`src/ritoa_pkg.sv`:
```
// ----------------------------------------------------------------------------
// ritoa_pkg
// Shared types, constants and helpers for the radix integer to ASCII block.
// ----------------------------------------------------------------------------
`default_nettype none

package ritoa_pkg;

  localparam int RADIX_W   = 6;
  localparam int CHAR_W    = 7;
  localparam int STEP_BITS = 8;   // quotient bits resolved per divide cycle

  localparam logic [RADIX_W-1:0] RADIX_MIN = 6'd2;
  localparam logic [RADIX_W-1:0] RADIX_MAX = 6'd36;
  localparam logic [RADIX_W-1:0] RADIX_HEX = 6'd16;
  localparam logic [RADIX_W-1:0] DIGIT_MAX_DEC = 6'd9;

  localparam logic [CHAR_W-1:0] CHAR_ZERO = 7'h30;  // '0'
  localparam logic [CHAR_W-1:0] CHAR_A    = 7'h41;  // 'A'
  localparam logic [CHAR_W-1:0] ALPHA_OFS = 7'd10;

  typedef enum logic [2:0] {
    ST_IDLE,
    ST_DIV,
    ST_STORE,
    ST_RD,
    ST_OUT
  } ctrl_state_t;

  // controller -> datapath
  typedef struct packed {
    logic load;      // capture new input word
    logic div_step;  // one divide cycle
    logic store;     // write finished digit
    logic rd;        // read next digit for output
  } ctrl_cmd_t;

  // datapath -> controller
  typedef struct packed {
    logic div_last;   // current divide cycle is the final one
    logic conv_done;  // digit being stored is the last one
    logic emit_last;  // digit on the output is the least significant
  } dp_status_t;

  function automatic logic [RADIX_W-1:0] clamp_radix(input logic [RADIX_W-1:0] r,
                                                      input logic             mode);
    logic [RADIX_W-1:0] res;
    res = r;
    if (mode) begin
      res = RADIX_HEX;
    end else if (r < RADIX_MIN) begin
      res = RADIX_MIN;
    end else if (r > RADIX_MAX) begin
      res = RADIX_MAX;
    end
    return res;
  endfunction

  function automatic logic [CHAR_W-1:0] digit_to_ascii(input logic [RADIX_W-1:0] d);
    logic [CHAR_W-1:0] dd;
    dd = {1'b0, d};
    if (d > DIGIT_MAX_DEC) begin
      return dd - ALPHA_OFS + CHAR_A;
    end
    return dd + CHAR_ZERO;
  endfunction

endpackage

`default_nettype wire

```
`src/radix_integer_to_ascii.sv`:
```
// ----------------------------------------------------------------------------
// radix_integer_to_ascii
// Converts an unsigned word to ASCII digits, most significant digit first.
// ----------------------------------------------------------------------------
// Operation: each digit comes from divide steps over the padded word (8 quotient
//   bits per cycle) and a store step, then a read and a show step per output word.
// Throughput: one input word at a time; next word taken the cycle after the
//   last digit is accepted.
// Reset: synchronous active-low rst_n returns the sequencer to idle.
`default_nettype none

module radix_integer_to_ascii #(
  parameter int VALUE_WIDTH      = 64,
  parameter int FIXED_HEX_DIGITS = 16
) (
  input  wire logic                          clk,
  input  wire logic                          rst_n,
  // input channel
  input  wire logic                          in_valid,
  output logic                               in_stall,
  input  wire logic [63:0]                   in_value,
  input  wire logic [ritoa_pkg::RADIX_W-1:0] in_radix,
  input  wire logic                          in_mode,
  // result channel, one digit per word
  output logic                               out_valid,
  input  wire logic                          out_stall,
  output logic      [ritoa_pkg::CHAR_W-1:0]  out_digit_char,
  output logic                               out_last_digit
);

  // Worst case digit count: radix 2 over the full width, or the fixed hex run.
  localparam int MAX_DIGITS = (VALUE_WIDTH > FIXED_HEX_DIGITS) ? VALUE_WIDTH
                                                               : FIXED_HEX_DIGITS;

  ritoa_pkg::ctrl_cmd_t  cmd;
  ritoa_pkg::dp_status_t status;

  // Sequencer: idle -> (divide x N -> store) per digit -> (read -> show) per digit
  ritoa_ctrl u_ctrl (
    .clk       (clk),
    .rst_n     (rst_n),
    .in_valid  (in_valid),
    .in_stall  (in_stall),
    .out_valid (out_valid),
    .out_stall (out_stall),
    .status    (status),
    .cmd       (cmd)
  );

  // Only the low VALUE_WIDTH bits of the value take part.
  ritoa_dp #(
    .VALUE_WIDTH      (VALUE_WIDTH),
    .FIXED_HEX_DIGITS (FIXED_HEX_DIGITS),
    .MAX_DIGITS       (MAX_DIGITS)
  ) u_dp (
    .clk            (clk),
    .rst_n          (rst_n),
    .cmd            (cmd),
    .status         (status),
    .in_value       (in_value[VALUE_WIDTH-1:0]),
    .in_radix       (in_radix),
    .in_mode        (in_mode),
    .out_digit_char (out_digit_char),
    .out_last_digit (out_last_digit)
  );

endmodule

`default_nettype wire

```
`src/ritoa_ctrl.sv`:
```
// ----------------------------------------------------------------------------
// ritoa_ctrl
// Sequencer: divide, store digits, then read them back one word at a time.
// ----------------------------------------------------------------------------
`default_nettype none

module ritoa_ctrl (
  input  wire logic                  clk,
  input  wire logic                  rst_n,
  input  wire logic                  in_valid,
  output logic                       in_stall,
  output logic                       out_valid,
  input  wire logic                  out_stall,
  input  wire ritoa_pkg::dp_status_t status,
  output ritoa_pkg::ctrl_cmd_t       cmd
);

  ritoa_pkg::ctrl_state_t state_r, state_nxt;

  always_ff @(posedge clk) begin
    if (!rst_n) begin
      state_r <= ritoa_pkg::ST_IDLE;
    end else begin
      state_r <= state_nxt;
    end
  end

  always_comb begin
    state_nxt = state_r;
    case (state_r)
      ritoa_pkg::ST_IDLE: begin
        if (in_valid) state_nxt = ritoa_pkg::ST_DIV;
      end
      ritoa_pkg::ST_DIV: begin
        if (status.div_last) state_nxt = ritoa_pkg::ST_STORE;
      end
      ritoa_pkg::ST_STORE: begin
        state_nxt = status.conv_done ? ritoa_pkg::ST_RD : ritoa_pkg::ST_DIV;
      end
      ritoa_pkg::ST_RD: begin
        state_nxt = ritoa_pkg::ST_OUT;
      end
      ritoa_pkg::ST_OUT: begin
        if (!out_stall) begin
          state_nxt = status.emit_last ? ritoa_pkg::ST_IDLE : ritoa_pkg::ST_RD;
        end
      end
      default: begin
        state_nxt = ritoa_pkg::ST_IDLE;
      end
    endcase
  end

  always_comb begin
    in_stall     = (state_r != ritoa_pkg::ST_IDLE);
    out_valid    = (state_r == ritoa_pkg::ST_OUT);
    cmd.load     = (state_r == ritoa_pkg::ST_IDLE) && in_valid;
    cmd.div_step = (state_r == ritoa_pkg::ST_DIV);
    cmd.store    = (state_r == ritoa_pkg::ST_STORE);
    cmd.rd       = (state_r == ritoa_pkg::ST_RD);
  end

endmodule

`default_nettype wire

```
`src/ritoa_dp.sv`:
```
// ----------------------------------------------------------------------------
// ritoa_dp
// Datapath: multi-bit-per-cycle long division by the radix, digit store,
// reverse readout and ASCII mapping.
// ----------------------------------------------------------------------------
`default_nettype none

module ritoa_dp #(
  parameter int VALUE_WIDTH      = 64,
  parameter int FIXED_HEX_DIGITS = 16,
  parameter int MAX_DIGITS       = 64
) (
  input  wire logic                             clk,
  input  wire logic                             rst_n,
  input  wire ritoa_pkg::ctrl_cmd_t             cmd,
  output ritoa_pkg::dp_status_t                 status,
  input  wire logic [VALUE_WIDTH-1:0]           in_value,
  input  wire logic [ritoa_pkg::RADIX_W-1:0]    in_radix,
  input  wire logic                             in_mode,
  output logic      [ritoa_pkg::CHAR_W-1:0]     out_digit_char,
  output logic                                  out_last_digit
);

  localparam int NSTEP  = (VALUE_WIDTH + ritoa_pkg::STEP_BITS - 1) / ritoa_pkg::STEP_BITS;
  localparam int PAD_W  = NSTEP * ritoa_pkg::STEP_BITS;
  localparam int STEP_W = (NSTEP > 1) ? $clog2(NSTEP) : 1;
  localparam int CNT_W  = $clog2(MAX_DIGITS + 1);
  localparam int PTR_W  = $clog2(MAX_DIGITS);
  localparam int RW     = ritoa_pkg::RADIX_W;

  localparam logic [STEP_W-1:0] STEP_LAST = STEP_W'(NSTEP - 1);
  localparam logic [CNT_W-1:0]  CNT_FIXED = CNT_W'(FIXED_HEX_DIGITS);
  localparam logic [CNT_W-1:0]  CNT_MAX   = CNT_W'(MAX_DIGITS);

  logic [PAD_W-1:0]  work_r, work_nxt;     // dividend, becomes quotient
  logic [RW-1:0]     rem_r, rem_nxt;
  logic [RW-1:0]     radix_r;
  logic              mode_r;
  logic [STEP_W-1:0] step_r;
  logic [CNT_W-1:0]  cnt_r;
  logic [CNT_W-1:0]  cnt_inc;
  logic [PTR_W-1:0]  rd_ptr_r;
  logic [RW-1:0]     rd_data_r;
  logic              last_r;

  logic [RW-1:0]     mem [MAX_DIGITS];

  // STEP_BITS restoring steps on a narrow remainder
  always_comb begin
    logic [RW:0] t;
    work_nxt = work_r;
    rem_nxt  = rem_r;
    for (int i = 0; i < ritoa_pkg::STEP_BITS; i++) begin
      t        = {rem_nxt, work_nxt[PAD_W-1]};
      work_nxt = {work_nxt[PAD_W-2:0], 1'b0};
      if (t >= {1'b0, radix_r}) begin
        t           = t - {1'b0, radix_r};
        work_nxt[0] = 1'b1;
      end
      rem_nxt = t[RW-1:0];
    end
  end

  assign cnt_inc = cnt_r + CNT_W'(1);

  always_ff @(posedge clk) begin
    if (!rst_n) begin
      step_r <= '0;
      cnt_r  <= '0;
    end else if (cmd.load) begin
      step_r <= '0;
      cnt_r  <= '0;
    end else begin
      if (cmd.div_step) begin
        step_r <= (step_r == STEP_LAST) ? '0 : step_r + STEP_W'(1);
      end
      if (cmd.store) begin
        cnt_r <= cnt_inc;
      end
    end
  end

  always_ff @(posedge clk) begin
    if (cmd.load) begin
      work_r  <= PAD_W'(in_value);
      rem_r   <= '0;
      radix_r <= ritoa_pkg::clamp_radix(in_radix, in_mode);
      mode_r  <= in_mode;
    end else if (cmd.div_step) begin
      work_r <= work_nxt;
      rem_r  <= rem_nxt;
    end else if (cmd.store) begin
      rem_r <= '0;
    end
    if (cmd.store) begin
      rd_ptr_r <= cnt_r[PTR_W-1:0];
    end else if (cmd.rd) begin
      rd_ptr_r <= rd_ptr_r - PTR_W'(1);
    end
  end

  // digit store
  always_ff @(posedge clk) begin
    if (cmd.store) begin
      mem[cnt_r[PTR_W-1:0]] <= rem_r;
    end
    if (cmd.rd) begin
      rd_data_r <= mem[rd_ptr_r];
      last_r    <= (rd_ptr_r == '0);
    end
  end

  always_comb begin
    status.div_last = (step_r == STEP_LAST);
    if (mode_r) begin
      status.conv_done = (cnt_inc == CNT_FIXED);
    end else begin
      status.conv_done = (work_r == '0) || (cnt_inc == CNT_MAX);
    end
    status.emit_last = last_r;
  end

  assign out_digit_char = ritoa_pkg::digit_to_ascii(rd_data_r);
  assign out_last_digit = last_r;

  a_rem_below_radix: assert property (@(posedge clk) disable iff (!rst_n)
    cmd.div_step |-> rem_r < radix_r)
    else $error("remainder not below radix");

  a_radix_range: assert property (@(posedge clk) disable iff (!rst_n)
    cmd.div_step |-> (radix_r >= ritoa_pkg::RADIX_MIN) && (radix_r <= ritoa_pkg::RADIX_MAX))
    else $error("radix out of range");

  a_store_bound: assert property (@(posedge clk) disable iff (!rst_n)
    cmd.store |-> cnt_r < CNT_MAX)
    else $error("digit store overflow");

endmodule

`default_nettype wire
```
`config.mk`:
```
export PLATFORM = sky130hd
export DESIGN_NAME = radix_integer_to_ascii
export DESIGN_NICKNAME = d
export VERILOG_FILES = /design/src/ritoa_pkg.sv /design/src/radix_integer_to_ascii.sv /design/src/ritoa_ctrl.sv /design/src/ritoa_dp.sv
export SDC_FILE = /design/constraint.sdc
export NUM_CORES = 1
export LEC_CHECK = 0
export ABC_AREA = 0
export BUFFER_PORTS_ARGS = -buffer_cell sky130_fd_sc_hd__buf_2
export CAP_MARGIN = 5
export CORE_MARGIN = 5
export CORE_UTILIZATION = 30
export CTS_BUF_LIST = sky130_fd_sc_hd__clkbuf_4 sky130_fd_sc_hd__clkbuf_8 sky130_fd_sc_hd__clkbuf_16
export DETAILED_ROUTE_END_ITERATION = 8
export PLACE_DENSITY_LB_ADDON = 0.25
export REMOVE_ABC_BUFFERS = 1
export SYNTH_ARGS = -nofsm -noshare
export SYNTH_HDL_FRONTEND = slang
export SYNTH_SLANG_ARGS = --single-unit
export TNS_END_PERCENT = 1
```
`constraint.sdc`:
```
create_clock -name clk -period 32.8 [get_ports clk]
set_input_delay 4.92 -clock clk [delete_from_list [all_inputs] [get_ports clk]]
set_output_delay 4.92 -clock clk [all_outputs]
set_load 0.1 [all_outputs]
```
==> results.cfg, run 1 <==
[synth]
synth_warnings = 0
ys_types = 72
synth-seq-area-share_pct = 64.5
synth.most_common_cell = edfxtp_1
syn_inst = 1487
synth_common_cells = 468 x edfxtp_1, 227 x nand2_1, 126 x mux4_2, 116 x nor2_1, 57 x ha_1
ys_ff_latch = 487
synth_area_per_cell_um2 = 15.0
async_flop_share_pct = 0
syn_area_um2 = 22400
synth.area.top_cells = edfxtp_1 63%, mux4_2 13%, nand2_1 3.8%
synth_edf_count = 468
synth_top_flop_cell = edfxtp_1
yosysTopAreaCellShare_pct = 62.8
yosysTopAreaCell = edfxtp_1

[global_route]
grt_pass1_vias = 13200
grt_pass1_wl_um = 83600
grt_max_degree = 69
gr-total-overflow = 0
track_usage_pct = 13.5
antenna_found_initial = 2

[sta]
slew_headroom_pct = 30.3
period_needed_ps = 19530
clock.fmax_mhz = 51.2
hold_viol_final = 0
fin_crit_sh_pct = 59.5
rsz0062_at_grt = no
drv_slew = 0
finClkSkew_ps = 32.1
tns_ps = 0
worstMarginPinSlew_ps = 1050
setup-violations-final = 0

[critical_path]
cpMostUsedCell = o21ai_0
cp.arrival_ps = 19990
cp.required_ps = 33270
worstPathMaxFanout = 16
critPathCaptureType = flip-flop
critical-path-max-stage-delay_ps = 790
start_kind = flip-flop
slowest_stage = edfxtp_1
path_class = reg -> reg

[clocking]
cts-root-buf = clkbuf_16
clock_sinks = 487
cts_resized = 0
clkSlewWorstSetupHoldPaths_ps = 70
holdBufCountCts = 0
htree_levels = 2
cts_buffers = 49
insertion_delay_ps = 600
clockBufferDepth = 3
cts_tree = built
cts_setup_buffers = 0

[drt]
drt_first_pass_iters = 5
vias = 13000
antenna_left = 0
drt_iter0_drc = 1049
vias_per_cell = 5.02
routedWlPerCell_um = 21.4
drc_errors = 0
routed_wl_um = 55400

[floorplan]
initial_core_util_pct = 30.1
die_w_um = 283
fp-row-count = 100
io_pins = 85
core_um2 = 74200
fp.dieH_um = 283
die_area_um2 = 80100

[placed_design]
io_buffers = 84
place_inst = 2499
hpwlAfterDp_um = 36000
gp_congestion = 0.824

[outcome]
status = finished clean

[finish]
area_delta_synth_final_pct = 14.3
num-nets-final = 1721
fillCellCount = 7147
drive_above_1_share_pct = 21.6
final_util_pct = 34.4
fin_cells = 2593

[min_path]
hp-class = reg -> reg

[job]
max_cap_viol_count = 0
[per-layer routing]
metal	vias up	share of wire, %	routed length [um]	track usage, %
met5	-	0	0	0
met4	0	2.0	1090	3.27
met3	77	6.2	3430	2.44
met2	409	46	25600	21.2
met1	6625	46	25300	19.5
li1	5914	-	-	-
[cells by family (layout without fill, tap and decap cells)]
logic type / count (synthesis) / count (layout) / synth area share (%)
other cells: 0 / 2 / 0
buf+inv: 112 / 247 / 1.96
mux: 148 / 148 / 13.8
xor+xnor: 39 / 39 / 1.53
flops: 487 / 487 / 64.5
fa+ha+maj: 65 / 65 / 3.91
simple gates: 462 / 462 / 9.05
compound gates: 174 / 174 / 5.23
[layout by cell type (no fill, tap or decap), drive strengths merged, types with 5 or more instances in the layout]
master,count
o21a,10
nand2,227
a21oi,42
mux4,126
dfxtp,19
and2,8
mux2i,11
bufinv,5
a211oi,9
o211a,5
ha,57
nand4,7
o221ai,5
a21o,10
xor2,15
nor2,117
nand3,18
o31a,5
and3,7
or2,6
clkbuf,64
inv,55
nand2b,11
or3,6
nor2b,16
clkinv,20
o21ai,49
fa,8
mux2,11
o211ai,5
buf,102
nor4,19
edfxtp,468
xnor2,24
nor3,13
[state kept, by name (all words and copies together), names as in the netlist]
| register | flops |
|---|---|
| u_ctrl.state_r | 3 |
| u_dp.cnt_r | 7 |
| u_dp.mem | 384 |
| u_dp.mode_r | 1 |
| u_dp.out_last_digit | 1 |
| u_dp.radix_r | 6 |
| u_dp.rd_data_r | 6 |
| u_dp.rd_ptr_r | 6 |
| u_dp.rem_r | 6 |
| u_dp.step_r | 3 |
| u_dp.work_r | 64 |
[worst max-delay path: cells and delay by family (launching register included)]
family                     cells  cell delay (ps)
adders and majority gates      8             2430
buffers and inverters          5              820
AOI/OAI and AO/OA             41            10030
muxes                          6             1890
and+or+nand+nor               19             3420
DFF                            1              790
[area by class of cell]
type	instances	area [um2]	area share (%)
antenna	2	5.00	0.0196
clock buffer	64	1340	5.24
clock inverter	28	304	1.19
inverter	53	199	0.779
multi-input combinational	888	7500	29.3
sequential	487	14400	56.5
tap	969	1210	4.74
timing repair buffer	102	556	2.17
[stage by stage]
step,setup slack [ps],area [um2],hold slack [ps]
2_1_floorplan,16240,22100,440
3_3_place_gp,14200,23900,448
3_5_place_dp,13480,23900,452
4_1_cts,13390,25500,461
5_1_grt,11710,25500,489
6_report,13270,25600,459
[final timing paths]
path	end	depth (start not counted)	start	slack, ps
worst min-delay path	u_dp.step_r[1]$_SDFFE_PP0P_	2	u_dp.step_r[1]$_SDFFE_PP0P_	460
worst min register to register	u_dp.step_r[1]$_SDFFE_PP0P_	2	u_dp.step_r[1]$_SDFFE_PP0P_	460
worst max-delay path	u_dp.rem_r[0]$_SDFFE_PP0P_	79	u_dp.radix_r[1]$_SDFFCE_PP0P_	13270
worst max register to register	u_dp.rem_r[0]$_SDFFE_PP0P_	79	u_dp.radix_r[1]$_SDFFCE_PP0P_	13270
Power of run 1 is left out: the tool's default activity adds up to more than one toggle a clock period on the data nets, which glitch-free logic cannot reach.
==> inputs of run 2 (changes only) <==
==> constraint.sdc (replaced) <==
create_clock -name clk -period 18.3 [get_ports clk]
set_input_delay 2.745 -clock clk [delete_from_list [all_inputs] [get_ports clk]]
set_output_delay 2.745 -clock clk [all_outputs]
set_load 0.1 [all_outputs]
==> run 2 against run 1 <==
Against the previous run: fmax grew 14%; clock skew fell by 12 ps; core utilization grew 0.13 points; final cell count increased by 0.23%; die area is the same; register-to-register slack worse by 12000 ps; critical path depth is 1 higher; non-clock buffer count is 10 higher; sequential share of layout area decreased by 0.22 points; global-route usage is 0.29 points higher; worst hold slack improved by 10 ps; critical path type unchanged.
==> results.cfg, run 2 (same netlist as run 1, synthesis figures left out) <==
[outcome]
status = finished clean

[placed_design]
postPlaceCellArea_um2 = 24000
io_buffers = 84
gp_congestion = 0.848
hpwlAfterDp_um = 37000

[sta]
slew_headroom_pct = 26.9
finClkSkew_ps = 20.2
period_needed_ps = 17090
tns_ps = 0
worstMarginPinSlew_ps = 1090
setup-violations-final = 0
fin_crit_sh_pct = 93.4
drv_slew = 0
clock.fmax_mhz = 58.5
hold_viol_final = 0
rsz0062_at_grt = no

[finish]
final_area_um2 = 25600
drive_above_1_share_pct = 22.4
largest_register_ffs = 384
most-common-layout-cells = 468 x edfxtp_1, 225 x nand2_1, 126 x mux4_2
area_delta_synth_final_pct = 14.7
num-nets-final = 1731
final_util_pct = 34.6
layout_commonest_cell = edfxtp_1

[drt]
antenna_left = 0
routed_wl_um = 56300
vias = 13000
vias_per_cell = 4.99
drc_errors = 0
routedWlPerCell_um = 21.7
drt_first_pass_iters = 5
drt_iter0_drc = 1137

[clocking]
insertion_delay_ps = 590
holdBufCountCts = 0
clock_sinks = 487
cts-root-buf = clkbuf_16
cts_buffers = 49
htree_levels = 2
clockBufferDepth = 3
clkSlewWorstSetupHoldPaths_ps = 60
cts_tree = built

[critical_path]
rr_worst_depth = 80
critPathCaptureType = flip-flop
worstPathMaxFanout = 16
cp.required_ps = 18820
cp.arrival_ps = 17610
start_kind = flip-flop
critical-path-max-stage-delay_ps = 450
path_class = reg -> reg
slowest_stage = a2111o_1

[floorplan]
die_area_um2 = 80100
initial_core_util_pct = 30.1
fp-row-count = 100
core_um2 = 74200
io_pins = 85
die_w_um = 283
fp.dieH_um = 283

[global_route]
antenna_found_initial = 2
grt_pass1_vias = 13400
track_usage_pct = 13.8
grt_pass1_wl_um = 85600
gr-total-overflow = 0
grt_max_degree = 69

[min_path]
hp-class = reg -> reg
min_path_cells = 2

[job]
max_cap_viol_count = 0
## run 2: final timing paths
path	slack, ps	start	end
worst max-delay path	1210	u_dp.work_r[63]$_DFFE_PP_	u_dp.rem_r[0]$_SDFFE_PP0P_
worst min-delay path	470	u_dp.step_r[1]$_SDFFE_PP0P_	u_dp.step_r[1]$_SDFFE_PP0P_
worst min register to register	470	u_dp.step_r[1]$_SDFFE_PP0P_	u_dp.step_r[1]$_SDFFE_PP0P_
worst max register to register	1210	u_dp.work_r[63]$_DFFE_PP_	u_dp.rem_r[0]$_SDFFE_PP0P_
## run 2: layout make-up
cell class                 instances  area, um2
antenna                            1       2.50
multi-input combinational        888       7580
inverter                          53        199
tap                              969       1210
clock inverter                    30        270
clock buffer                      59       1300
fill                            7121      48500
timing repair buffer             112        643
sequential                       487      14400
## run 2: repair_timing
| action | 4_1_cts | 5_1_grt |
|---|---|---|
| setup buffers | 0 | 3 |
| pin swaps | 0 | 2 |
| hold endpoints to repair | 0 | 0 |
| setup endpoints to repair | 7 | 7 |
| cloned | 0 | 0 |
| resized for setup | 2 | 19 |
## run 2: worst max-delay path, delay by kind of cell (launching register included)
family,cells,cell delay (ps)
AO/OA/AOI/OAI,41,8980
adder cells (fa/ha/maj),8,2300
multiplexers,6,1690
flip-flops,1,400
AND/OR/NAND/NOR,18,2900
buffers and inverters,7,690
## run 2: layer usage
| metal | up-vias | share of wire (%) | global-route usage [%] |
|---|---|---|---|
| met5 | - | 0.023 | 0 |
| met4 | 2 | 1.8 | 2.96 |
| met3 | 74 | 5.8 | 2.73 |
| met2 | 373 | 47 | 21.9 |
| met1 | 6565 | 46 | 19.7 |
| li1 | 5943 | - | - |
## run 2: metrics by stage
stage          setup WS, ps  hold WS, ps  cells
2_1_floorplan          1740          440   1428
5_1_grt                3.82          492   2598
6_report               1210          469   2599
3_5_place_dp          -60.8          457   2506
3_3_place_gp            645          446   2506
4_1_cts                19.5          466   2595
Power of run 2 is left out for the same reason.
